===== config.mk =====
export PLATFORM = sky130hd
export DESIGN_NAME = pixel_format_alpha_blend_top
export DESIGN_NICKNAME = d
export VERILOG_FILES = /design/src/rtl/pfab_pkg.sv /design/src/rtl/pixel_format_alpha_blend_top.sv
export SDC_FILE = /design/constraint.sdc
export NUM_CORES = 2
export LEC_CHECK = 0
export BUFFER_PORTS_ARGS = -buffer_cell sky130_fd_sc_hd__buf_2
export CAP_MARGIN = 20
export CORE_UTILIZATION = 60
export DETAILED_ROUTE_END_ITERATION = 8
export GPL_TIMING_DRIVEN = 0
export PLACE_DENSITY_LB_ADDON = 0.12
export RECOVER_POWER = 100
export SLEW_MARGIN = 20
export SYNTH_ARGS = -nofsm -noshare
export SYNTH_HDL_FRONTEND = slang
export SYNTH_SLANG_ARGS = --single-unit

===== constraint.sdc =====
create_clock -name clk -period 21.4 [get_ports clk]
set_input_delay 2.14 -clock clk [delete_from_list [all_inputs] [get_ports clk]]
set_output_delay 2.14 -clock clk [all_outputs]
set_load 0.02 [all_outputs]

===== src/rtl/pfab_pkg.sv =====
// Package: pixel format codes, register indexes and the channel mix function.
package pfab_pkg;

	typedef enum logic [1:0] {
		FMT_565  = 2'd0,
		FMT_5551 = 2'd1,
		FMT_4444 = 2'd2,
		FMT_8888 = 2'd3
	} pixel_fmt_t;

	localparam int CfgIdxW  = 1;
	localparam int CfgDataW = 2;

	typedef logic [CfgIdxW-1:0] cfg_idx_t;

	localparam cfg_idx_t CFG_PIXEL_FORMAT = 1'b0;
	localparam cfg_idx_t CFG_BLEND_ENABLE = 1'b1;

	localparam logic [7:0] MAX8 = 8'hFF;
	localparam logic [7:0] MAX6 = 8'h3F;
	localparam logic [7:0] MAX5 = 8'h1F;
	localparam logic [7:0] MAX4 = 8'h0F;

	// (f*a + b*(max-a)) >> bits, masked to max
	function automatic logic [7:0] mix_channel(
		input logic [7:0] f,
		input logic [7:0] b,
		input logic [7:0] a,
		input logic [7:0] maxv,
		input logic [3:0] bits
	);
		logic [7:0]  inv;
		logic [15:0] sum;
		logic [15:0] shifted;
		inv     = maxv - a;
		sum     = ({8'h00, f} * {8'h00, a}) + ({8'h00, b} * {8'h00, inv});
		shifted = sum >> bits;
		return shifted[7:0] & maxv;
	endfunction

endpackage


===== src/rtl/pixel_format_alpha_blend_top.sv =====
// Top level: pixel format conversion and alpha blend in a two-stage pipeline.
//
// Converts a 32-bit foreground color (alpha, blue, green, red from the top byte
// down) to the selected framebuffer format (565, 5551, 4444 or 8888) and, with
// blending enabled, mixes it with the current framebuffer pixel using the
// foreground alpha reduced to the format's precision. One pixel is accepted
// every clock; each result passes through the input register and then the
// result register around the three channel multiply-add paths before it is
// offered on pixel_out. A stalled output holds both stages, and the input
// stalls only when both are full. Configuration must be written while the
// pipeline is empty. 16-bit formats use the low half of bg_pixel and return
// zero in the high half of pixel_out.
module pixel_format_alpha_blend_top (
	input  logic                       clk,
	input  logic                       arst_n,
	input  logic                       cfg_we,
	input  pfab_pkg::cfg_idx_t         cfg_index,
	input  logic [pfab_pkg::CfgDataW-1:0] cfg_data,
	input  logic                       in_valid,
	output logic                       in_ready,
	input  logic [31:0]                fg_color,
	input  logic [31:0]                bg_pixel,
	output logic                       out_valid,
	input  logic                       out_ready,
	output logic [31:0]                pixel_out
);
	import pfab_pkg::*;

	pixel_fmt_t  fmt_q;
	logic        blend_q;

	logic        valid_s1;
	logic [31:0] fg_s1;
	logic [31:0] bg_s1;
	logic        valid_s2;
	logic [31:0] pixel_s2;
	logic        ready_s2;

	logic [31:0] result;
	logic [31:0] conv_565;
	logic [31:0] conv_5551;
	logic [31:0] conv_4444;
	logic [31:0] blend_8888;
	logic [31:0] blend_565;
	logic [31:0] blend_5551;
	logic [31:0] blend_4444;
	logic [31:0] bg_low;
	logic [7:0]  a8;
	logic [7:0]  a6;
	logic [7:0]  a5;
	logic [7:0]  a565r;
	logic [7:0]  a4;
	logic [7:0]  m565_b;
	logic [7:0]  m565_g;
	logic [7:0]  m565_r;
	logic [7:0]  m5551_b;
	logic [7:0]  m5551_g;
	logic [7:0]  m5551_r;
	logic [7:0]  m4444_b;
	logic [7:0]  m4444_g;
	logic [7:0]  m4444_r;

	always_ff @(posedge clk or negedge arst_n) begin
		if (!arst_n) begin
			fmt_q   <= FMT_8888;
			blend_q <= 1'b0;
		end else if (cfg_we) begin
			case (cfg_index)
				CFG_PIXEL_FORMAT: fmt_q   <= pixel_fmt_t'(cfg_data[1:0]);
				CFG_BLEND_ENABLE: blend_q <= cfg_data[0];
				default: ;
			endcase
		end
	end

	assign ready_s2 = !valid_s2 || out_ready;
	assign in_ready = !valid_s1 || ready_s2;

	always_ff @(posedge clk or negedge arst_n) begin
		if (!arst_n) begin
			valid_s1 <= 1'b0;
			valid_s2 <= 1'b0;
		end else begin
			if (in_ready) begin
				valid_s1 <= in_valid;
			end
			if (ready_s2) begin
				valid_s2 <= valid_s1;
			end
		end
	end

	always_ff @(posedge clk) begin
		if (in_ready && in_valid) begin
			fg_s1 <= fg_color;
			bg_s1 <= bg_pixel;
		end
		if (ready_s2 && valid_s1) begin
			pixel_s2 <= result;
		end
	end

	always_comb begin
		a8     = fg_s1[31:24];
		a6     = {2'b00, fg_s1[31:26]};
		a565r  = {3'b000, fg_s1[31:27]};
		a5     = {3'b000, fg_s1[31:27]};
		a4     = {4'b0000, fg_s1[31:28]};
		bg_low = {16'h0000, bg_s1[15:0]};

		conv_565  = {16'h0000, fg_s1[23:19], fg_s1[15:10], fg_s1[7:3]};
		conv_5551 = {16'h0000, |fg_s1[31:24], fg_s1[23:19], fg_s1[15:11], fg_s1[7:3]};
		conv_4444 = {16'h0000, fg_s1[31:28], fg_s1[23:20], fg_s1[15:12], fg_s1[7:4]};

		m565_b  = mix_channel({3'b000, fg_s1[23:19]}, {3'b000, bg_s1[15:11]}, a565r, MAX5,
			4'd5);
		m565_g  = mix_channel({2'b00, fg_s1[15:10]}, {2'b00, bg_s1[10:5]}, a6, MAX6, 4'd6);
		m565_r  = mix_channel({3'b000, fg_s1[7:3]}, {3'b000, bg_s1[4:0]}, a565r, MAX5, 4'd5);
		m5551_b = mix_channel({3'b000, fg_s1[23:19]}, {3'b000, bg_s1[14:10]}, a5, MAX5,
			4'd5);
		m5551_g = mix_channel({3'b000, fg_s1[15:11]}, {3'b000, bg_s1[9:5]}, a5, MAX5, 4'd5);
		m5551_r = mix_channel({3'b000, fg_s1[7:3]}, {3'b000, bg_s1[4:0]}, a5, MAX5, 4'd5);
		m4444_b = mix_channel({4'h0, fg_s1[23:20]}, {4'h0, bg_s1[11:8]}, a4, MAX4, 4'd4);
		m4444_g = mix_channel({4'h0, fg_s1[15:12]}, {4'h0, bg_s1[7:4]}, a4, MAX4, 4'd4);
		m4444_r = mix_channel({4'h0, fg_s1[7:4]}, {4'h0, bg_s1[3:0]}, a4, MAX4, 4'd4);

		if (a8 == 8'h00) begin
			blend_8888 = bg_s1;
		end else if (a8 == MAX8) begin
			blend_8888 = fg_s1;
		end else begin
			blend_8888 = {a8,
				mix_channel(fg_s1[23:16], bg_s1[23:16], a8, MAX8, 4'd8),
				mix_channel(fg_s1[15:8], bg_s1[15:8], a8, MAX8, 4'd8),
				mix_channel(fg_s1[7:0], bg_s1[7:0], a8, MAX8, 4'd8)};
		end

		if (a6 == 8'h00) begin
			blend_565 = bg_low;
		end else if (a6 == MAX6) begin
			blend_565 = conv_565;
		end else begin
			blend_565 = {16'h0000, m565_b[4:0], m565_g[5:0], m565_r[4:0]};
		end

		if (a5 == 8'h00) begin
			blend_5551 = bg_low;
		end else if (a5 == MAX5) begin
			blend_5551 = conv_5551;
		end else begin
			blend_5551 = {16'h0000, 1'b1, m5551_b[4:0], m5551_g[4:0], m5551_r[4:0]};
		end

		if (a4 == 8'h00) begin
			blend_4444 = bg_low;
		end else if (a4 == MAX4) begin
			blend_4444 = conv_4444;
		end else begin
			blend_4444 = {16'h0000, fg_s1[31:28], m4444_b[3:0], m4444_g[3:0], m4444_r[3:0]};
		end

		case (fmt_q)
			FMT_565:  result = blend_q ? blend_565 : conv_565;
			FMT_5551: result = blend_q ? blend_5551 : conv_5551;
			FMT_4444: result = blend_q ? blend_4444 : conv_4444;
			default:  result = blend_q ? blend_8888 : fg_s1;
		endcase
	end

	assign out_valid = valid_s2;
	assign pixel_out = pixel_s2;

endmodule


==> key figures <==
Power and ir drop
  • Comb power frac: 88.4%
  • LEAKAGE: 14.0 nW
  • Net switching power figure: 2.19 mW
  • Cell internal pwr: approximately 1.7 mW
  • VDD IR max: 0.133 mV
  • Portion of total power attributed to sequential cells: around 7%
  • Clk pwr share: 4.5%
  • Pwr per Cell Area: 143 mW/mm^2
  • Switching Share: 56.0%
  • Total Power: 3.91 mW

Synthesis
  • Post-synthesis adder-cell area fraction: a little over half
  • Yosys warnings: 0
  • Synth area leaders: fa_1 (36%), ha_1 (17%), edfxtp_1 (11%)
  • Post-synthesis mux area share: 0.199%
  • Asr flop ratio synth: 4.95%
  • Post-Synth Simple-Gate Area: 12.1%
  • Leading cell type by number of instances after synthesis: inv_1
  • Syn Std Cell Area: 0.0258 mm^2
  • Largest family of logic cells by synthesized area: adder cells
  • FF+latch count, synth: 101
  • Mapped Cells: 2732
  • Xor and xnor area share after synthesis: 3.02%
  • Synth cell count leaders: inv_1 (729), fa_1 (463), ha_1 (352)
  • Post-Syn Area per Cell: around 9.5 um^2
  • Compound-Gate Fraction of Synth Area: under 10%
  • Predominant post-synthesis flop cell: edfxtp_1
  • Synth top area share: a little over a third
  • Synth area leader: fa_1
  • Synth cell types: 76
  • Seq/Total Area, Yosys: 11.7%
  • Number of synthesized flops with an enable pin: 96

Routing
  • Routed WL: 87.8 mm
  • Top Layer Used: met5
  • DR pass1 iterations: 6
  • Drt drc: 0
  • Initial DRC Count: 2032
  • WL per Instance: 25.8 um
  • Vias: 20200
  • Vias per cell: 5.95
  • Met1 WL: 34.2 mm
  • Wire length on met3: between 10 and 15 mm
  • Met2 wire length: 38.4 mm
  • Remaining antenna violation count: 0

Clock tree
  • TritonCTS buffer count: 9
  • Worst-Skew Late Latency: 0.41 ns
  • Setup Fix Bufs, Post-CTS: 0
  • Clk pin slew, worst setup/hold paths: 0.08 ns
  • Clock root buffer: clkbuf_16
  • CTS tree: built
  • Post-cts resize count: 0
  • Clock net sink count: 101
  • Clk buf depth: 2
  • H-tree levels: 3
  • CTS Hold Buffers Added: 0

Outcome
  • Status: complete, but fails checks
  • Violations in the final reports: max-capacitance violations, max-slew violations

Timing
  • Hold Violations, Final: 0
  • Clock skew: 0.0211 ns
  • Worst slew margin: -93.9%
  • Highest Clock Rate: 107 MHz
  • Post-layout min period: about 9.3 ns
  • RSZ-0062 raised after global routing: no
  • Setup Viol. Count Final: 0
  • Hold_ws: ~0.5 ns
  • Final Max Tran Viols: 78
  • Total Neg Setup Slack: 0 ns
  • Crit share post-route: between 40% and 50%
  • Worst slew pin tran: 2.88 ns

Setup path
  • Crit path capture type: register
  • Startpoint types: register
  • Critical path class: register to register
  • Critical path arrival: around 9.4 ns
  • Crit-path max FO: 10
  • CP Data Required Time: 21.49 ns
  • CP Launch Point: fg_s1[29]
  • R2r startpoint: fg_s1[29]

Place
  • Post-DP Area: 0.0271 mm^2
  • Post-detail-place hpwl: 70.5 mm
  • Placer congestion estimate: around 1.0
  • Port Buffer Count: ~110

Floorplanning
  • DIE WIDTH: 209 um
  • I/O pin cnt: 106
  • Initial Utilization: 61.1%
  • Core region area: 0.0422 mm^2
  • Die area: between 0.04 and 0.05 mm^2
  • Row count: 75
  • Die H: between 200 and 250 um

Finish
  • Area Overhead vs Synth: 5.70%
  • Final net count: 3740
  • Share of post-route cells with drive strength above 1: approximately 4%
  • Post-Layout Inst Area: 0.0273 mm^2
  • Filler cell count: 3608

GRT
  • Vias in the first global route: 21700
  • Initial antenna violation count: 7
  • Gr ovfl total: 0
  • Largest net degree at the start of global routing: 39
  • Total track usage: 42.0%
  • Global-route wire length before repair: approximately 130 mm

Min path
  • Worst min-delay path startpoint: valid_s1
  • Hold WC Path Type: register to register

Job
  • Max Cap Viol: 3
## per-stage QoR
stage          setup slack (ns)  util (%)  std cells
2_1_floorplan             14.67         -       2735
3_3_place_gp              12.48      64.0       3379
3_5_place_dp              12.77      64.2       3381
4_1_cts                   12.73      64.9       3397
5_1_grt                   11.79      64.6       3398
6_report                  12.06      64.6       3403
## layout make-up
cell class / count / area [um^2] / area share (%)
inverters: 730 / 2740 / 10.0
well taps: 539 / 674 / 2.47
flip-flops and latches: 101 / 3010 / 11.0
multi-input cells: 1792 / 19600 / 71.9
clock buffers: 9 / 225 / 0.825
clock inverters: 7 / 71.3 / 0.261
diodes: 6 / 15.0 / 0.0550
repair buffers: 107 / 487 / 1.78
plain buffers: 112 / 447 / 1.64
## worst paths after layout
path | slack [ns] | end | cells after the start
min reg2reg | 0.50 | out_valid | 1
max in group asynchronous | 19.51 | fmt_q[1] | 1
min | 0.50 | out_valid | 1
max | 12.06 | pixel_out[14] | 25
max reg2reg | 12.06 | pixel_out[14] | 25
min in group asynchronous | 1.60 | out_valid | 1
## flip-flops by register name, indices dropped and copies added, names as in the netlist
signal / cells
pixel_out: 32
out_valid: 1
valid_s1: 1
blend_q: 1
fg_s1: 32
fmt_q: 2
bg_s1: 32
## power by group through the flow
stage | combinational (mW) | clock [mW] | sequential (mW)
after floorplan | 2.38 | 0 | 0.296
after global placement | 3.27 | 0 | 0.280
after detailed placement | 3.36 | 0 | 0.280
after CTS | 3.39 | 0.178 | 0.276
after global routing | 3.84 | 0.181 | 0.280
final | 3.46 | 0.175 | 0.278
## worst max-delay path, stage by stage (launching register included)
cell	delay (ns)
edfxtp_1	0.41
clkbuf_1	0.41
clkbuf_1	0.68
clkbuf_1	1.04
nand2_1	0.32
fa_1	0.60
inv_1	0.05
fa_1	0.52
inv_1	0.05
fa_1	0.53
inv_1	0.04
ha_1	0.33
xor2_1	0.24
fa_1	0.58
inv_1	0.06
fa_1	0.49
fa_1	0.49
inv_1	0.04
ha_1	0.26
a21oi_1	0.25
o2111ai_1	0.27
a21oi_1	0.24
xnor2_1	0.23
nand2_1	0.10
nor3b_1	0.16
o311ai_0	0.62
## routing by layer
layer | vias to the layer above | GRT usage (%)
met5 | - | 0
met4 | 2 | 22.3
met3 | 251 | 11.8
met2 | 1188 | 64.1
met1 | 10200 | 54.7
li1 | 8645 | -
## cells by family (layout without fill, tap and decap cells)
family / Yosys count / in the layout
compound gates: 298 / 298
xor+xnor: 89 / 89
fa+ha+maj: 815 / 815
buf+inv: 842 / 965
flops: 101 / 101
mux: 5 / 5
other cells: 2 / 11
simple gates: 580 / 580
## cells in the final DEF (no fill, tap or decap), types with 8 or more instances in the layout
cell type    n
o21bai_1    12
nor3_1      12
edfxtp_1    96
o221ai_1    15
nor2_1      69
nor2b_1    117
a21oi_1     77
xor2_1      24
a31oi_1     16
and2_1     106
a221oi_1     8
xnor2_1     65
ha_1       352
o22ai_1     16
clkbuf_16    9
nand3_1     17
fa_1       463
nand2b_1    82
and3_1       9
nand2_1    136
clkbuf_1   135
a211oi_1    10
buf_2       70
o21ai_0     51
inv_1      729
a21o_1      10
o211ai_1    11
Power figures use the tool's default switching activity.
